<file path="src/rtl/core/intensity_to_rgba_colormap_top_defines.svh">
// ----------------------------------------------------------------------------
// Assertion macros for the intensity-to-RGBA colormap
// Assertions are compiled in simulation and drop out of synthesis.
// ----------------------------------------------------------------------------
`ifndef INTENSITY_TO_RGBA_COLORMAP_TOP_DEFINES_SVH
`define INTENSITY_TO_RGBA_COLORMAP_TOP_DEFINES_SVH
`ifndef SYNTHESIS
// Same-cycle implication.
`define ICM_ASSERT_IMPL(lbl, clk, rst_n, ante, cons) \
	lbl: assert property (@(posedge clk) disable iff (!rst_n) (ante) |-> (cons)) \
		else $error("icm assertion failed");
// Next-cycle implication.
`define ICM_ASSERT_NEXT(lbl, clk, rst_n, ante, cons) \
	lbl: assert property (@(posedge clk) disable iff (!rst_n) (ante) |=> (cons)) \
		else $error("icm assertion failed");
`else
`define ICM_ASSERT_IMPL(lbl, clk, rst_n, ante, cons)
`define ICM_ASSERT_NEXT(lbl, clk, rst_n, ante, cons)
`endif
`endif

</file>
<file path="src/rtl/core/icm_pkg.sv">
// ----------------------------------------------------------------------------
// icm_pkg
// Shared types and constants of the intensity-to-RGBA colormap.
// ----------------------------------------------------------------------------
package icm_pkg;

	localparam int LEVEL_W   = 8;
	localparam int CFG_IDX_W = 8;
	localparam int CFG_W     = 16;
	localparam int COLOR_W   = 32;

	localparam logic [CFG_IDX_W-1:0] REG_LOW_THRESHOLD = 8'd0;
	localparam logic [CFG_IDX_W-1:0] REG_BASE_LUMA     = 8'd1;
	localparam logic [CFG_IDX_W-1:0] REG_HUE           = 8'd2;
	localparam logic [CFG_IDX_W-1:0] REG_SATURATION    = 8'd3;

	// 1.0 at 16, 32 and 48 bits of scale (65535^k)
	localparam logic [15:0] ONE16  = 16'hFFFF;
	localparam logic [31:0] ONE32  = 32'hFFFE_0001;
	localparam logic [47:0] ONE48  = 48'hFFFD_0002_FFFF;
	localparam logic [47:0] HALF48 = ONE48 >> 1;

	typedef struct packed {
		logic [CFG_W-1:0] low_threshold;
		logic [CFG_W-1:0] base_luma;
		logic [CFG_W-1:0] hue;
		logic [CFG_W-1:0] saturation;
	} cfg_t;

	typedef struct packed {
		logic               en;
		logic [LEVEL_W-1:0] addr;
		logic [COLOR_W-1:0] data;
	} lut_wr_t;

	typedef enum logic [3:0] {
		BS_IDLE,
		BS_SETUP_D,
		BS_SETUP_T,
		BS_LEVEL,
		BS_NUM,
		BS_LDIV,
		BS_X,
		BS_MUL,
		BS_CINIT,
		BS_CDIV,
		BS_WRITE
	} bld_state_t;

	typedef enum logic [1:0] {
		CH_V,
		CH_P,
		CH_Q,
		CH_T
	} chan_t;

endpackage

</file>
<file path="src/rtl/core/icm_cfg.sv">
// ----------------------------------------------------------------------------
// icm_cfg
// Configuration register file; flags every write beat to restart the build.
// ----------------------------------------------------------------------------
module icm_cfg (
	input  logic                           clk,
	input  logic                           arst_n,
	input  logic                           wr_en,
	input  logic [icm_pkg::CFG_IDX_W-1:0]  wr_index,
	input  logic [icm_pkg::CFG_W-1:0]      wr_data,
	output icm_pkg::cfg_t                  cfg,
	output logic                           restart
);

	icm_pkg::cfg_t cfg_q;

	always_ff @(posedge clk or negedge arst_n) begin
		if (!arst_n) begin
			cfg_q <= '0;
		end else if (wr_en) begin
			unique case (wr_index)
				icm_pkg::REG_LOW_THRESHOLD: cfg_q.low_threshold <= wr_data;
				icm_pkg::REG_BASE_LUMA:     cfg_q.base_luma     <= wr_data;
				icm_pkg::REG_HUE:           cfg_q.hue           <= wr_data;
				icm_pkg::REG_SATURATION:    cfg_q.saturation    <= wr_data;
				default: ;
			endcase
		end
	end

	assign cfg     = cfg_q;
	assign restart = wr_en;

endmodule

</file>
<file path="config.mk">
export PLATFORM = sky130hd
export DESIGN_NAME = icm_cfg
export DESIGN_NICKNAME = d
export VERILOG_FILES = /design/src/rtl/core/intensity_to_rgba_colormap_top_defines.svh /design/src/rtl/core/icm_pkg.sv /design/src/rtl/core/icm_cfg.sv
export SDC_FILE = /design/constraint.sdc
export NUM_CORES = 1
export LEC_CHECK = 0
export BUFFER_PORTS_ARGS = -buffer_cell sky130_fd_sc_hd__buf_2
export CAP_MARGIN = 20
export CORE_AREA = 2 2 82 84
export DETAILED_ROUTE_END_ITERATION = 16
export DIE_AREA = 0 0 84 86
export PLACE_DENSITY = 0.75
export SLEW_MARGIN = 20
export SYNTH_ARGS = -nofsm -noshare
export SYNTH_HDL_FRONTEND = slang
export SYNTH_SLANG_ARGS = --single-unit
</file>
<file path="constraint.sdc">
create_clock -name clk -period 0.8 [get_ports clk]
set_input_delay 0.24 -clock clk [delete_from_list [all_inputs] [get_ports clk]]
set_output_delay 0.24 -clock clk [all_outputs]
set_load 0.005 [all_outputs]
</file>
Word level (Yosys, flattened, before mapping)
Cells that the tools add are included.
- reductions and logical operators: 5
- equality and inequality tests: 3
- operator list (kind ; count):
    $eq 8x2->1 const B ; 2
    $eq 8x1->1 const B ; 1
    $logic_not 8->1 ; 1
    $reduce_and 2->1 ; 4
- register bits after elaboration: 64
- output and inout bits: 65
- bits of input ports: 27

Longest topological paths before layout
- depth after elaboration: 2
- mapped depth: 5

Worst setup path after synthesis
Ideal clock, no wire load.
- path type: in2reg
- start: in wr_index[6] (netlist name)
- end: reg cfg_q, in the netlist cfg[48]
- data required time: 0.675 ns
- path slack: -0.746 ns
- cell stages on the path: 5
- arrival: 1.421 ns
- cells stage by stage: nor4b_4 > and4bb_2 > buf_4 > buf_6 > mux2_2
- longest elaborated chain between the ends: 2
- RTL lines (item ; line ; text):
    start, declared ; icm_cfg.sv:9 ; input logic [icm_pkg::CFG_IDX_W-1:0] wr_index,
    $logic_not 8->1 ; icm_cfg.sv:21 ; unique case (wr_index)
    $reduce_and 2->1 (no line) ; - ;
    end, declared ; icm_cfg.sv:15 ; icm_pkg::cfg_t cfg_q;
No other way between the ends.
A chain may end at the register's enable or synchronous reset.

Worst setup path after layout
- start: in wr_index[6] (netlist name)
- end: reg cfg_q, in the netlist cfg[58]
The elaborated chain is that of the path after synthesis.

==> results.md <==
- CP max FO: 7
- Setup crit end kind: flip-flop
- Final setup fails: 128
- HP Class: in2reg
- Top cell type's share of synthesized area: 0.645
- Layout area overhead: 55.4%
- Max cap viols: 0
- Largest register FFs: 64
- Die area: 7220 µm²
- Vias in the first global route: 1821
- Grt peak-use layer: met2
- Hold WS: 0.187 ns
- Final Wtd Congestion: 0.667
- Crit path kind: in2reg
- Max-slew headroom: 0.836
- Power Dens Cells: 1890 nW/µm²
- Mapped Nets: 168
- Worst Max-Slew Pin Slew: 0.245 ns
- Clk_lat worst skew: 0.32 ns
- CTS Root Cell: clkbuf_8
- Main area contributors after synthesis: dfrtp_1, mux2_2, buf_6
- Clock sinks: 64
- Wire per inst: 15.3 µm
- Mapped Avg Cell Area: 17.6 µm²
- Fillers: 485
- Max Clock Freq: 801 MHz
- CTS tree: done
- Post-synth EDFFs: 0
- Syn Inst Count: 141
- Detailed-placement wirelength estimate: 3730 µm
- Post-synthesis cell type count: 11
- Post-DP Area: 3210 µm²
- Top post-synthesis cells by count: dfrtp_1, mux2_2, buf_6
- Minimum clock period: 1.25 ns
- Met2 usage: 0.261
- Met1 global-route usage: 0.213
- Post-Syn Area: 2480 µm²
- Vias: 1741
- Slowest-stage cell, CP: and4bb_4
- Core area: 6280 µm²
- Post-layout net count: 316
- Top-count cell post-synth: dfrtp_1
- Pwr Total: 0.00728 W
- Routed Antenna Nets: 0
- WP data required: 1.01 ns
- Status: complete, but fails checks
- Crit path max-delay family: simple AND/OR/NAND/NOR gates
- Slowest stage delay, CP: 0.36 ns
- GRT met3 Usage: 0.0510
- I/O Pins: 92
- Max Buffers Root-to-Sink: 2
- Seq cells post-synth: 64
- Die Ht: 86 µm
- DRC: 0
- Sequential share of the synthesized area: 0.645
- Startpoint class of the critical path: primary input
- Clock buffers created by TritonCTS: 9
- Drt first pass iters: 4
- Ys flop type: dfrtp_1
- Top cell type by total area after synthesis: dfrtp_1
- Starting Density: 0.395
- Setup total negative slack: -41.86 ns
- Cell area after layout: 3860 µm²
- Grt ovf: 0
- Crit-path cells: buf_6 -> nor4b_4 -> and4bb_4 -> buf_12 -> mux2_4
- Placed insts: 315
- First DRT Iteration DRCs: 15
- Slew Limit Fails: 0
- Diode count: 0
- H-tree depth: 3
- LEAKAGE: 2.21 nW
- Chip width: 84 µm
- First-pass GRT wire length: 9230 µm
- Max VDD drop: 0.00113 V
- Initial antenna violation count: 0
- Share of flip-flops with an asynchronous set or reset: 1.00
- IO Port Bufs: 91
- Total GRT Usage: 0.164
- Total area of sequential cells: 1600 µm²
- Vias per inst: 4.71
- Final worst slack: -0.449 ns
- RSZ-0062 raised after global routing: yes
- Final Hold Violating Endpoints: 0
- Share of post-route cells with drive strength above 1: 0.775
- Failing checks: setup timing
- Final wirelength: 5640 µm
- Synth warn: 0
- Largest net degree at the start of global routing: 40
- Worst EP arrival: 1.46 ns
- Clock-pin slew on the worst setup and hold paths: 0.07 ns
- Final cell count without fillers: 370
- Row cnt: 29
- Clock Skew: 0 ns
- Final Cycle Share: 1.56
- Worst Path Buf+Inv: 2
- Area occupied by multi-input gates: 957 µm²
-- layer usage --
metal  up-vias  part of all wire
met5         -                 0
met4         0            0.0074
met3         4             0.068
met2        68              0.47
met1       870              0.45
li1        799                 -
-- cell type report --
cell class                 count  share of cell area
clock inverter                 3              0.0169
timing repair buffer         144               0.255
multi-input combinational     70               0.248
tap                           77              0.0250
sequential                    64               0.415
clock buffer                  12              0.0402
-- logic make-up (layout without fill, tap and decap cells) --
family	after synthesis	count (layout)	share of synthesized area
buffers and inverters	7	159	0.0287
muxes	64	64	0.292
and+or+nand+nor	6	6	0.0343
DFF	64	64	0.645
-- worst paths after layout --
check                          end        start  slack [ns]  cells past startpoint
min reg2reg                cfg[24]      cfg[24]        0.50                      1
min in group asynchronous  cfg[28]       arst_n        0.43                      3
min                        cfg[61]  wr_data[13]        0.19                      2
max reg2reg                cfg[58]      cfg[58]       -0.22                      3
max                        cfg[58]  wr_index[6]       -0.45                      5
max in group asynchronous  cfg[51]       arst_n        0.14                      3
-- metrics by stage --
step | utilization | setup slack, ns
after floorplan | - | -0.724
after global placement | 0.511 | -0.850
after detailed placement | 0.511 | -0.879
after CTS | 0.594 | -0.442
after global routing | 0.615 | -0.449
final | 0.615 | -0.449
-- timing repair --
item                                    4_1_cts  5_1_grt
hold buffers                                  1        0
setup buffers                                22       16
gates cloned                                  1        0
resized for setup                            23        1
pin swaps                                     5        1
hold endpoints to repair                     64        0
endpoints found under the setup margin      128      128
-- power breakdown --
part	internal (W)	total, W	switching (W)
logic	0.000461	0.000750	0.000289
clock network	0.00191	0.00306	0.00116
registers	0.00339	0.00347	0.0000766
total	0.00576	0.00728	0.00152
-- cell usage in the layout (no fill, tap or decap), drive strengths merged --
cell         instances
nor3                 1
clkbuf              12
dfrtp               64
buf                143
and4bb               1
mux2                64
and4b                1
nand4                1
dlygate4sd3          1
nand4b               1
bufinv               2
nor4b                1
clkinv               1
No activity file was read; power rests on OpenSTA's default activity.
