## src/rtl/core/intensity_to_rgba_colormap_top_defines.svh

```systemverilog
// ----------------------------------------------------------------------------
// Assertion macros for the intensity-to-RGBA colormap
// Assertions are compiled in simulation and drop out of synthesis.
// ----------------------------------------------------------------------------
`ifndef INTENSITY_TO_RGBA_COLORMAP_TOP_DEFINES_SVH
`define INTENSITY_TO_RGBA_COLORMAP_TOP_DEFINES_SVH
`ifndef SYNTHESIS
// Same-cycle implication.
`define ICM_ASSERT_IMPL(lbl, clk, rst_n, ante, cons) \
	lbl: assert property (@(posedge clk) disable iff (!rst_n) (ante) |-> (cons)) \
		else $error("icm assertion failed");
// Next-cycle implication.
`define ICM_ASSERT_NEXT(lbl, clk, rst_n, ante, cons) \
	lbl: assert property (@(posedge clk) disable iff (!rst_n) (ante) |=> (cons)) \
		else $error("icm assertion failed");
`else
`define ICM_ASSERT_IMPL(lbl, clk, rst_n, ante, cons)
`define ICM_ASSERT_NEXT(lbl, clk, rst_n, ante, cons)
`endif
`endif

```

## src/rtl/core/icm_pkg.sv

```systemverilog
// ----------------------------------------------------------------------------
// icm_pkg
// Shared types and constants of the intensity-to-RGBA colormap.
// ----------------------------------------------------------------------------
package icm_pkg;

	localparam int LEVEL_W   = 8;
	localparam int CFG_IDX_W = 8;
	localparam int CFG_W     = 16;
	localparam int COLOR_W   = 32;

	localparam logic [CFG_IDX_W-1:0] REG_LOW_THRESHOLD = 8'd0;
	localparam logic [CFG_IDX_W-1:0] REG_BASE_LUMA     = 8'd1;
	localparam logic [CFG_IDX_W-1:0] REG_HUE           = 8'd2;
	localparam logic [CFG_IDX_W-1:0] REG_SATURATION    = 8'd3;

	// 1.0 at 16, 32 and 48 bits of scale (65535^k)
	localparam logic [15:0] ONE16  = 16'hFFFF;
	localparam logic [31:0] ONE32  = 32'hFFFE_0001;
	localparam logic [47:0] ONE48  = 48'hFFFD_0002_FFFF;
	localparam logic [47:0] HALF48 = ONE48 >> 1;

	typedef struct packed {
		logic [CFG_W-1:0] low_threshold;
		logic [CFG_W-1:0] base_luma;
		logic [CFG_W-1:0] hue;
		logic [CFG_W-1:0] saturation;
	} cfg_t;

	typedef struct packed {
		logic               en;
		logic [LEVEL_W-1:0] addr;
		logic [COLOR_W-1:0] data;
	} lut_wr_t;

	typedef enum logic [3:0] {
		BS_IDLE,
		BS_SETUP_D,
		BS_SETUP_T,
		BS_LEVEL,
		BS_NUM,
		BS_LDIV,
		BS_X,
		BS_MUL,
		BS_CINIT,
		BS_CDIV,
		BS_WRITE
	} bld_state_t;

	typedef enum logic [1:0] {
		CH_V,
		CH_P,
		CH_Q,
		CH_T
	} chan_t;

endpackage

```

## src/rtl/core/icm_ofifo.sv

```systemverilog
// ----------------------------------------------------------------------------
// icm_ofifo
// Three-entry output queue that decouples table reads from downstream stall.
// ----------------------------------------------------------------------------
`include "intensity_to_rgba_colormap_top_defines.svh"

module icm_ofifo (
	input  logic                        clk,
	input  logic                        arst_n,
	input  logic                        push,
	input  logic [icm_pkg::COLOR_W-1:0] push_data,
	input  logic                        pop,
	output logic                        not_empty,
	output logic [icm_pkg::COLOR_W-1:0] head_data,
	output logic [1:0]                  count
);

	logic [icm_pkg::COLOR_W-1:0] buf_q [3];
	logic [1:0] wp_q, rp_q, cnt_q;

	always_ff @(posedge clk or negedge arst_n) begin
		if (!arst_n) begin
			wp_q  <= '0;
			rp_q  <= '0;
			cnt_q <= '0;
		end else begin
			if (push) wp_q <= (wp_q == 2'd2) ? 2'd0 : wp_q + 2'd1;
			if (pop)  rp_q <= (rp_q == 2'd2) ? 2'd0 : rp_q + 2'd1;
			cnt_q <= cnt_q + 2'(push) - 2'(pop);
		end
	end

	always_ff @(posedge clk) begin
		if (push) buf_q[wp_q] <= push_data;
	end

	assign not_empty = cnt_q != 2'd0;
	assign head_data = buf_q[rp_q];
	assign count     = cnt_q;

	`ICM_ASSERT_IMPL(a_no_overflow, clk, arst_n, push && !pop, cnt_q != 2'd3)
	`ICM_ASSERT_NEXT(a_count_up, clk, arst_n, push && !pop, cnt_q == $past(cnt_q) + 2'd1)

endmodule

```

## config.mk

```make
export PLATFORM = sky130hd
export DESIGN_NAME = icm_ofifo
export DESIGN_NICKNAME = d
export VERILOG_FILES = /design/src/rtl/core/icm_pkg.sv /design/src/rtl/core/icm_ofifo.sv
export VERILOG_INCLUDE_DIRS = /design/src /design/src/rtl/core
export SDC_FILE = /design/constraint.sdc
export NUM_CORES = 1
export LEC_CHECK = 0
export CORE_MARGIN = 1.5
export CORE_UTILIZATION = 50
export DETAILED_ROUTE_END_ITERATION = 8
export DONT_BUFFER_PORTS = 1
export PLACE_DENSITY = 0.75
export SLEW_MARGIN = 30
export SYNTH_ARGS = -nofsm -noshare
export SYNTH_HDL_FRONTEND = slang
export SYNTH_SLANG_ARGS = --single-unit
export TNS_END_PERCENT = 50
```

## constraint.sdc

```tcl
create_clock -name clk -period 8.54 [get_ports clk]
set_clock_uncertainty 0.1 [all_clocks]
set_input_delay 1.281 -clock clk [delete_from_list [all_inputs] [get_ports clk]]
set_output_delay 1.281 -clock clk [all_outputs]
set_load 0.01 [all_outputs]
```

# Word level (Yosys, flattened, before mapping)
# Memories as Yosys holds them, arrays and structs flattened.
# Cells that the tools add are included.
[word_totals]
register_bits = 6
ram_bits = 96
in_bits = 36
output_inout_bits = 35
memories = 1
[op_classes]
addsub = 4
n_eq_ne = 2
muxes = 4
n_reduce_logical = 1
[mem_list]
columns = ["memory", "depth", "word_bits", "rd", "rd_clocked_by_memory_dff", "wr", "line", "source"]
rows = [
  ["buf_q", 3, 32, 1, 0, 1, "icm_ofifo.sv:18", "logic [icm_pkg::COLOR_W-1:0] buf_q [3];"],
]
[op_table]
columns = ["cell", "n"]
rows = [
  ["$add A2 B1 Y2 const B", 2],
  ["$eq A2 B2 Y1 const B", 2],
  ["$mux W2", 2],
  ["$add A2 B1 Y2", 1],
  ["$mux W1", 2],
  ["$reduce_bool A2 Y1", 1],
  ["$sub A2 B1 Y2", 1],
]

# Depth between registers and ports, before layout
# Gate-level depths: netlist of the first run.
[logic_depth]
word_depth = 2
ltp_mapped = 6
ltp_nobuf = 6

# Worst setup path after synthesis of the first run
# Ideal clock, no wire load.
[synth_path]
kind = "input to register"
startpoint = "input port push"
endpoint = "memory buf_q[2][0] (netlist bit), enable pin"
setup_time_ns = 0.468
arrival_time_ns = 3.703
t_required_ns = 7.972
setup_slack_ns = 4.269
path_stages = 2
path_buffers = 0
cell_sequence = "inv_1 nor3b_1"
[synth_between]
elab_chain_len = 2
[synth_lines]
columns = ["element", "line", "source"]
rows = [
  ["start: declaration", "icm_ofifo.sv:10", "input logic push,"],
  ["$mux W1", "icm_ofifo.sv:34", "if (push) buf_q[wp_q] <= push_data;"],
  ["$mux W1 (implied by the code)", "icm_ofifo.sv:34", ""],
  ["end: declaration", "icm_ofifo.sv:18", ""],
]
# No other way between the ends.

# Final worst setup path of the first run
[layout_path]
startpoint = "register rp_q[0]"
endpoint = "output port head_data[17] (netlist bit)"
[layout_between]
elab_chain_len = 1
[layout_lines]
columns = ["element", "line", "source"]
rows = [
  ["start: declaration", "icm_ofifo.sv:19", "logic [1:0] wp_q, rp_q, cnt_q;"],
  ["start signal: assignment", "icm_ofifo.sv:28", "if (pop) rp_q <= (rp_q == 2'd2) ? 2'd0 : rp_q + 2'd1;"],
  ["$mem_v2 Z3 W32", "-", ""],
  ["end: declaration", "icm_ofifo.sv:14", "output logic [icm_pkg::COLOR_W-1:0] head_data,"],
]
# No other way between the ends.

==> results of run 1 <==
[worst paths after layout]
path                                     start                     end  cells after the start
max                        rp_q[0]$_DFFE_PN0P_           head_data[17]                      2
min                                     arst_n     wp_q[1]$_DFFE_PN0P_                      0
max reg2reg                wp_q[0]$_DFFE_PN0P_  buf_q[1][12]$_DFFE_PP_                      3
min reg2reg                wp_q[0]$_DFFE_PN0P_     wp_q[0]$_DFFE_PN0P_                      1
max in group asynchronous               arst_n     rp_q[1]$_DFFE_PN0P_                      0
min in group clk           wp_q[0]$_DFFE_PN0P_     wp_q[0]$_DFFE_PN0P_                      1
[cells in the mapped netlist]
library cell   n
a21o_1         1
buf_12         3
buf_2          4
buf_4          1
buf_6          1
clkbuf_1       2
dfrtp_1        6
edfxtp_1      96
ha_1           2
inv_1          3
inv_2          1
mux2i_1       34
nand2_1       33
nand2b_1       2
nor2_1         1
nor3b_1        1
nor3b_2        1
o21ai_1       33
or2_1          1
xnor2_1        2
[stage by stage]
step / std cells / total power [mW] / area [um^2] / hold WS, ps
after floorplan: 228 / 0.844 / 3880 / 403
after global placement: 319 / 0.872 / 3940 / 483
after detailed placement: 320 / 0.885 / 3970 / 499
after CTS: 336 / 1.13 / 4140 / 487
after global routing: 336 / 1.17 / 4140 / 474
final: 336 / 1.12 / 4140 / 511
[kinds of logic (layout without fill, tap and decap cells)]
family | after synthesis | after routing | synth area share (%)
flops | 102 | 102 | 78.2
simple gates | 39 | 39 | 4.29
compound gates | 34 | 34 | 4.45
mux | 34 | 34 | 8.78
buf+inv | 15 | 24 | 3.13
fa+ha+maj | 2 | 2 | 0.645
xor+xnor | 2 | 2 | 0.452
[sequential cells by signal, indices dropped and copies added, names as in the netlist]
register,cells
rp_q,2
buf_q,96
count,2
wp_q,2
[per-layer routing]
layer | share of wire, % | up-vias | routed length (um) | GRT usage [%]
met2 | 49 | 62 | 2780 | 23.8
met1 | 40 | 852 | 2240 | 16.2
met3 | 9.2 | 11 | 522 | 6.87
met5 | 0 | - | 0 | 0
li1 | - | 850 | - | -
met4 | 2.1 | 0 | 120 | 8.46
[area by class of cell]
| type | count | share of cell area (%) |
|---|---|---|
| Tap cell | 99 | 3.00 |
| Clock inverter | 7 | 0.998 |
| Inverter | 4 | 0.363 |
| Sequential cell | 102 | 73.5 |
| Clock buffer | 9 | 3.00 |
| Timing Repair Buffer | 4 | 1.21 |
| Multi-Input combinational cell | 111 | 17.9 |
[power by group]
group / switching [mW] / leakage [nW] / internal, mW
Sequential: 0.0616 / 0.956 / 0.627
Combinational: 0.111 / 0.363 / 0.0669
Clock: 0.147 / 0.0801 / 0.103
Total: 0.319 / 1.40 / 0.797
==> impl_metrics.csv, run 1 <==
group,metric,value,unit
worst_setup_path,worstSetupPathType,"register to output pin",
worst_setup_path,worst-path-buf-inv,0,
logic_synthesis,synth_seq_cells,102,
grt,grt_pass1_vias,1732,
cts,cts_tree,"done",
cts,clock_sinks,102,
cells_and_area,final_cell_mix,"96 x edfxtp_1, 34 x mux2i_1, 33 x nand2_1, 33 x o21ai_1, 9 x clkbuf_8",
cts,cts_buffers,9,
logic_synthesis,syn_nets,266,
place,io_buffers,0,
route,initialDrtViolationCount,83,
die,fp.dieH,91.0,um
die,dieArea,8290,um^2
cells_and_area,synthToLayoutAreaGrowth,6.68,%
logic_synthesis,syn_area_per_cell,17.0,um^2
timing,tightest_slew,631,ps
logic_synthesis,synth_top_area_share,74.4,%
timing,timing.final.crit_share,35.6,%
pwr,max-vdd-ir-drop,137,uV
place,hpwl,3490,um
grt,antenna_found_initial,0,
route,vias,1775,
timing,tns,0,ps
pwr,p_leak,1.40,nW
grt,grt_pass1_wl,8980,um
worst_setup_path,path_cells,"mux2i_1 -> o21ai_1",
worst_setup_path,required,7160,ps
grt,grt_max_degree,67,
route,drc_errors,0,
cells_and_area,drive_above_1_share,10.1,%
timing,min_period,3040,ps
worst_setup_path,path_max_fanout,33,
worst_setup_path,critPathSlowestCell,"dfrtp_4",
logic_synthesis,ys_seq_area_share,78.2,%
cts,holdBufCountCts,0,
worst_setup_path,start_kind,"register",
die,ios,71,
logic_synthesis,postSynthCellCount,228,
hold_path,hold_path.class,"primary input to async pin",
timing,finalWorstSetupSlack,5500,ps
route,wl_per_cell,16.9,um
cts,cts.path.max_buffers,2,
logic_synthesis,syn_area,3880,um^2
pwr,power.density,270,nW/um^2
worst_setup_path,crit_family,"flip-flops",
cells_and_area,multiInputGateArea,741,um^2
timing,hold_viol,0,
place,gp_congestion,0.683,
route,ant_nets,0,
logic_synthesis,yosysTopAreaCell,"edfxtp_1",
die,std_cell_rows,31,
timing,setup_viol,0,
worst_setup_path,arrival,1660,ps
worst_setup_path,end_kind,"output pin",
timing,clock.fmax,0.329,GHz
job,maxCapViolCount,0,
cts,ctsResizeCount,0,
timing,rsz0062_at_grt,"false",
logic_synthesis,ys_warn_count,0,
die,start_util,52.6,%
grt,track_usage,14.8,%
timing,drv_slew,0,
cells_and_area,ff_latch_area,3040,um^2
logic_synthesis,yosys-top-cells-area,"edfxtp_1 74%, mux2i_1 8.8%, o21ai_1 4.3%, dfrtp_1 3.9%, nand2_1 3.2%",
cells_and_area,nets,270,
cts,worstSkewPairLatency,350,ps
die,dieWidth,91.0,um
route,dr.pass1.iters,4,
logic_synthesis,ys_types,20,
cts,htree_levels,3,
cts,path_clk_slew,90,ps
place,place_ws,5840,ps
cells_and_area,antenna_cells,0,
route,vias_per_cell,5.28,
outcome,status,"finished, final reports clean",
cells_and_area,final_util,56.1,%
timing,slew_headroom,57.9,%
die,core_area,7370,um^2
cts,root_buffer,"clkbuf_8",
cells_and_area,fillers,563,
cts,post_cts_buffers,0,
grt,grt_overflow,0,
route,drt-total-wl,5670,um
worst_setup_path,cpPeakStageDelay,830,ps
worst_setup_path,r2r_setup_slack,6830,ps
cells_and_area,mostFrequentLayoutCell,"edfxtp_1",
(Power assumes the default switching activity.)
==> run 2: changes to the inputs <==
- PLACE_DENSITY: 0.75 -> 0.78
- clock period: 8.54 -> 2.72 ns (I/O delays scaled with it)
==> run 2 against run 1 <==
  * Wire length increased by 3.3%
  * Sequential share of layout area fell by 2.5 points
  * Setup slack worse by 5100 ps
  * Count of clock-buffer cells in the layout is 1 higher
  * Clock power increased to 4.7 times the previous value
  * Non-clock buffer count rose by 4
  * Critical path type unchanged
==> impl_metrics.csv, run 2 (synthesis results as in run 1) <==
group,metric,value,unit
cells_and_area,drive_above_1_share,11.6,%
pwr,power.switching,1.01,mW
route,route.met3.wl,545,um
cts,cts.path.max_buffers,2,
cts,worstSkewPairLatency,350,ps
pwr,internal-power,2.90,mW
cts,cts_tree,"done",
timing,setup_viol,0,
die,dieArea,8290,um^2
cells_and_area,multiInputGateArea,747,um^2
hold_path,hold_path.class,"primary input to register",
cells_and_area,final_area,4270,um^2
route,wl_met1,2340,um
worst_setup_path,required,2210,ps
cells_and_area,final_cell_mix,"96 x edfxtp_1, 34 x mux2i_1, 33 x nand2_1, 33 x o21ai_1, 9 x clkbuf_8",
place,hpwl,3860,um
pwr,p_comb_share,16.1,%
route,vias_per_cell,5.33,
route,initialDrtViolationCount,88,
die,ios,71,
worst_setup_path,worstSetupPathType,"register to output pin",
route,met2_length,2870,um
cts,htree_levels,3,
route,vias,1811,
grt,grt_max_degree,46,
timing,finalWorstSetupSlack,356,ps
place,io_buffers,0,
die,start_util,52.6,%
pwr,power.density,915,nW/um^2
cts,clock_sinks,102,
pwr,pwr-share-seq,54.0,%
cts,root_buffer,"clkbuf_8",
timing,rsz0062_at_grt,"false",
cts,cts_buffers,9,
outcome,status,"finished, final reports clean",
timing,tns,0,ps
timing,tightest_slew,732,ps
die,dieWidth,91.0,um
route,wl_per_cell,17.2,um
die,std_cell_rows,31,
cells_and_area,nets,274,
timing,hold_viol,0,
cts,post_cts_buffers,0,
worst_setup_path,arrival,1860,ps
grt,grt_pass1_vias,1842,
cells_and_area,largest_reg_flops,96,
cts,ctsResizeCount,0,
grt,antenna_found_initial,0,
cells_and_area,fillers,579,
cells_and_area,final_cell_count_no_fill,340,
worst_setup_path,end_kind,"output pin",
pwr,p_leak,1.46,nW
grt,track_usage,15.3,%
timing,timing.final.crit_share,86.9,%
timing,slew_headroom,51.2,%
timing,clock.fmax,0.423,GHz
cells_and_area,synthToLayoutAreaGrowth,10.2,%
place,dp_cells,323,
timing,min_period,2360,ps
grt,grt_pass1_wl,9260,um
die,core_area,7370,um^2
place,gp_congestion,0.654,
pwr,p_clk_share,30.0,%
place,place_area,4000,um^2
place,place_ws,685,ps
cells_and_area,ff_latch_area,3040,um^2
die,fp.dieH,91.0,um
cts,path_clk_slew,90,ps
route,drc_errors,0,
worst_setup_path,start_kind,"register",
job,maxCapViolCount,0,
route,ant_nets,0,
cells_and_area,antenna_cells,0,
route,maxUsedRoutingLayer,"met4",
cells_and_area,regMostFlops,"buf_q",
route,dr.pass1.iters,4,
worst_setup_path,path_max_fanout,45,
timing,drv_slew,0,
route,drt-total-wl,5860,um
pwr,max-vdd-ir-drop,550,uV
pwr,switching_share,25.9,%
grt,grt_overflow,0,
cells_and_area,mostFrequentLayoutCell,"edfxtp_1",
==> run 2: changes by cell type in the layout (fill, tap and decap cells not counted), sizes merged <==
| cell | delta |
|---|---|
| bufinv | +4 |
| buf | +3 |
| clkinv | -5 |
| dlygate4sd3 | +1 |
| clkbuf | +1 |
==> run 2: worst paths after layout <==
check / end / depth (start not counted) / slack (ps) / from
max reg2reg: buf_q[1][23]$_DFFE_PP_ / 3 / 1050 / wp_q[0]$_DFFE_PN0P_
max in group asynchronous: rp_q[0]$_DFFE_PN0P_ / 1 / 2000 / arst_n
min in group asynchronous: count[0]$_DFF_PN0_ / 1 / 260 / arst_n
min: wp_q[1]$_DFFE_PN0P_ / 1 / 40 / push
max: head_data[26] / 3 / 360 / rp_q[1]$_DFFE_PN0P_
min reg2reg: wp_q[0]$_DFFE_PN0P_ / 1 / 540 / wp_q[0]$_DFFE_PN0P_
==> run 2: final cells by class <==
| type | instances | share of cell area [%] |
|---|---|---|
| well taps | 99 | 2.90 |
| inverters | 4 | 0.351 |
| repair buffers | 8 | 2.05 |
| multi-input cells | 111 | 17.5 |
| flip-flops and latches | 102 | 71.1 |
| clock buffers | 10 | 2.99 |
| clock inverters | 6 | 3.16 |
==> run 2: power groups by stage <==
stage	sequential (mW)	clock [mW]	combinational, mW
final	2.11	1.17	0.628
after global routing	2.13	1.27	0.697
after CTS	2.12	1.20	0.646
after detailed placement	2.15	0	0.642
after global placement	2.14	0	0.626
after floorplan	2.07	0	0.585
==> run 2: critical path: stages (launching register included) <==
cell,delay [ps]
dfrtp_2,850
buf_4,360
nand2_1,100
o21ai_1,180
==> run 2: metrics by stage <==
step / hold slack [ps] / util (%) / power, mW
6_report: 37.6 / 58.0 / 3.91
5_1_grt: 4.27 / 58.0 / 4.10
4_1_cts: 18.4 / 58.0 / 3.97
3_5_place_dp: 12.7 / 54.3 / 2.79
3_3_place_gp: 12.8 / 54.3 / 2.77
2_1_floorplan: 12.4 / - / 2.65
==> run 2: metal layers <==
| metal | vias up | GRT usage (%) |
|---|---|---|
| li1 | 861 | - |
| met2 | 67 | 24.0 |
| met1 | 873 | 17.8 |
| met5 | - | 0 |
| met3 | 10 | 7.45 |
| met4 | 0 | 7.03 |
==> run 2: what timing repair did <==
| item | in CTS | in global routing |
|---|---|---|
| hold endpoints to repair | 6 | 0 |
| setup endpoints to repair | 0 | 0 |
| hold buffers | 1 | 0 |
==> run 3: changes to the inputs <==
- ABC_AREA: not set -> 1
- RECOVER_POWER: not set -> 50
==> run 3 against run 2 <==
  * Final area shrank 3.5%
  * Area after synthesis shrank 0.29%
  * Die area down 0.27%
  * Highest routed layer unchanged
  * Worst hold slack better by 7.5 ps
  * Largest cell class unchanged
  * Via count rose by 13%
  * Non-clock buffer count unchanged
  * First-iteration DRC count grew 17%
==> impl_metrics.csv, run 3 <==
group,metric,value,unit
outcome,status,"finished, final reports clean",
job,maxCapViolCount,0,
grt,grt_max_degree,35,
place,place_area,3950,um^2
worst_setup_path,arrival,1870,ps
die,dieWidth,90.9,um
cts,clock_sinks,102,
cts,post_cts_buffers,0,
pwr,max-vdd-ir-drop,601,uV
route,drt-total-wl,6560,um
logic_synthesis,yosysMostFrequentCell,"edfxtp_1",
cts,cts.path.max_buffers,2,
logic_synthesis,synth-edff-count,96,
cells_and_area,mostFrequentLayoutCell,"edfxtp_1",
cts,htree_levels,3,
timing,slew_headroom,46.1,%
die,core_area,7370,um^2
worst_setup_path,required,2210,ps
place,hpwl,4040,um
route,vias,2043,
timing,timing.final.crit_share,87.3,%
logic_synthesis,synth_seq_cells,102,
pwr,power.density,971,nW/um^2
route,initialDrtViolationCount,103,
route,drc_errors,0,
die,start_util,52.4,%
logic_synthesis,syn_area,3860,um^2
die,ios,71,
cells_and_area,final_util,55.9,%
worst_setup_path,worstSetupPathType,"register to output pin",
timing,tightest_slew,808,ps
cts,path_clk_slew,90,ps
timing,min_period,2370,ps
timing,clock.fmax,0.421,GHz
place,gp_congestion,0.689,
logic_synthesis,synthAdderAreaFrac,0.647,%
cells_and_area,nets,318,
grt,track_usage,16.8,%
logic_synthesis,syn_area_per_cell,14.1,um^2
logic_synthesis,synth_top_area_share,74.6,%
cts,cts_tree,"done",
logic_synthesis,synth_xor_area_share,0,%
timing,tns,0,ps
worst_setup_path,start_kind,"register",
die,dieArea,8270,um^2
timing,rsz0062_at_grt,"false",
logic_synthesis,ys.flop_type,"edfxtp_1",
cells_and_area,fillers,608,
logic_synthesis,muxShareOfSynthArea,0,%
cells_and_area,largest_reg_flops,96,
place,io_buffers,0,
worst_setup_path,end_kind,"output pin",
cells_and_area,antenna_cells,0,
route,ant_nets,0,
logic_synthesis,syn_nets,313,
timing,whs,45.1,ps
cts,worstSkewPairLatency,340,ps
grt,grt_pass1_wl,10400,um
logic_synthesis,ys_seq_area_share,78.5,%
timing,drv_slew,0,
logic_synthesis,postSynthCellCount,275,
route,vias_per_cell,5.32,
pwr,finalPower,4.00,mW
logic_synthesis,yosys.area_share.simple,16.4,%
cts,cts_buffers,9,
route,wl_per_cell,17.1,um
timing,setup_viol,0,
logic_synthesis,synth_compound_area_share,0.518,%
timing,hold_viol,0,
route,dr.pass1.iters,5,
cells_and_area,final_cell_mix,"96 x edfxtp_1, 72 x nand2_1, 68 x nand3_1, 10 x inv_1, 10 x clkbuf_8",
logic_synthesis,ys_warn_count,0,
grt,grt_pass1_vias,2033,
die,fp.dieH,90.9,um
cells_and_area,synthToLayoutAreaGrowth,6.64,%
logic_synthesis,yosysTopAreaCell,"edfxtp_1",
cts,root_buffer,"clkbuf_8",
pwr,p_leak,1.47,nW
logic_synthesis,ys_types,13,
logic_synthesis,async_flop_share,5.88,%
hold_path,hold_path.class,"primary input to register",
logic_synthesis,synthTopCellsByCount,"96 x edfxtp_1, 72 x nand2_1, 68 x nand3_1, 10 x inv_1",
worst_setup_path,path_max_fanout,33,
logic_synthesis,synth_top_family_by_area,"simple AND/OR/NAND/NOR gates",
die,std_cell_rows,31,
grt,grt_overflow,0,
logic_synthesis,yosys-top-cells-area,"edfxtp_1 75%, nand3_1 8.8%, nand2_1 7.0%, dfrtp_1 3.9%, buf_6 1.5%",
cells_and_area,final_area,4120,um^2
grt,antenna_found_initial,0,
cells_and_area,drive_above_1_share,7.37,%
cells_and_area,regMostFlops,"buf_q",
run 3: cell types whose count changed after synthesis, moves of 2 or more:
cell	previous run	this run
buf_12	3	0
buf_2	4	6
buf_4	1	3
buf_6	1	5
clkbuf_1	2	0
inv_1	3	10
mux2i_1	34	0
nand2_1	33	72
nand2b_1	2	0
nand3_1	0	68
o21ai_0	0	4
o21ai_1	33	0
xnor2_1	2	0
run 3: final timing paths:
check                                   endpoint  depth (start not counted)                start  slack [ps]
setup reg to reg           buf_q[1][4]$_DFFE_PP_                          4  wp_q[1]$_DFFE_PN0P_         890
max in group asynchronous    rp_q[1]$_DFFE_PN0P_                          1               arst_n        2030
hold reg to reg              wp_q[1]$_DFFE_PN0P_                          2  wp_q[0]$_DFFE_PN0P_         490
hold / removal               rp_q[1]$_DFFE_PN0P_                          1                  pop          50
min in group asynchronous     count[1]$_DFF_PN0_                          1               arst_n         270
setup / recovery                    head_data[4]                          3  rp_q[0]$_DFFE_PN0P_         350
run 3: logic make-up after synthesis:
| group | after synthesis |
|---|---|
| adders and majority gates | 2 |
| DFF | 102 |
| and+or+nand+nor | 142 |
| AOI/OAI and AO/OA | 4 |
| buffers and inverters | 25 |
run 3: repair_timing:
item / CTS / global route
hold buffers: 1 / 0
gates resized for setup: 0 / 0
hold endpoints to repair: 6 / 0
run 3: per-layer routing:
metal  wire [um]  GRT usage [%]  vias to the layer above
li1            -              -                      984
met1        2510           18.3                      971
met2        3380           28.7                       80
met3         585           6.99                        8
met4          80           6.90                        0
met5           0              0                        -
run 3: report_power, final:
part	internal, mW	switching, mW	total (mW)
Sequential	2.01	0.138	2.15
Combinational	0.257	0.790	1.05
Clock	0.357	0.447	0.804
Total	2.63	1.37	4.00
run 3: final cells by class:
cell class                 instances  area (um^2)  area share (%)
clock inverter                     2         10.0           0.243
tap                               99          124            3.01
sequential                       102         3030            73.6
inverter                          11         43.8            1.06
clock buffer                      14          153            3.70
timing repair buffer               8         71.3            1.73
multi-input combinational        148          687            16.7
run 3: per-stage QoR:
stage | setup WS (ps) | cells
2_1_floorplan | 356 | 275
3_3_place_gp | 746 | 367
3_5_place_dp | 733 | 367
4_1_cts | 329 | 384
5_1_grt | 230 | 384
6_report | 347 | 384
run 3: worst max-delay path, cell delays in order (launching register included):
cell and delay [ps]:
dfrtp_1 650, nor2_8 560, nand2_1 120, nand3_1 180
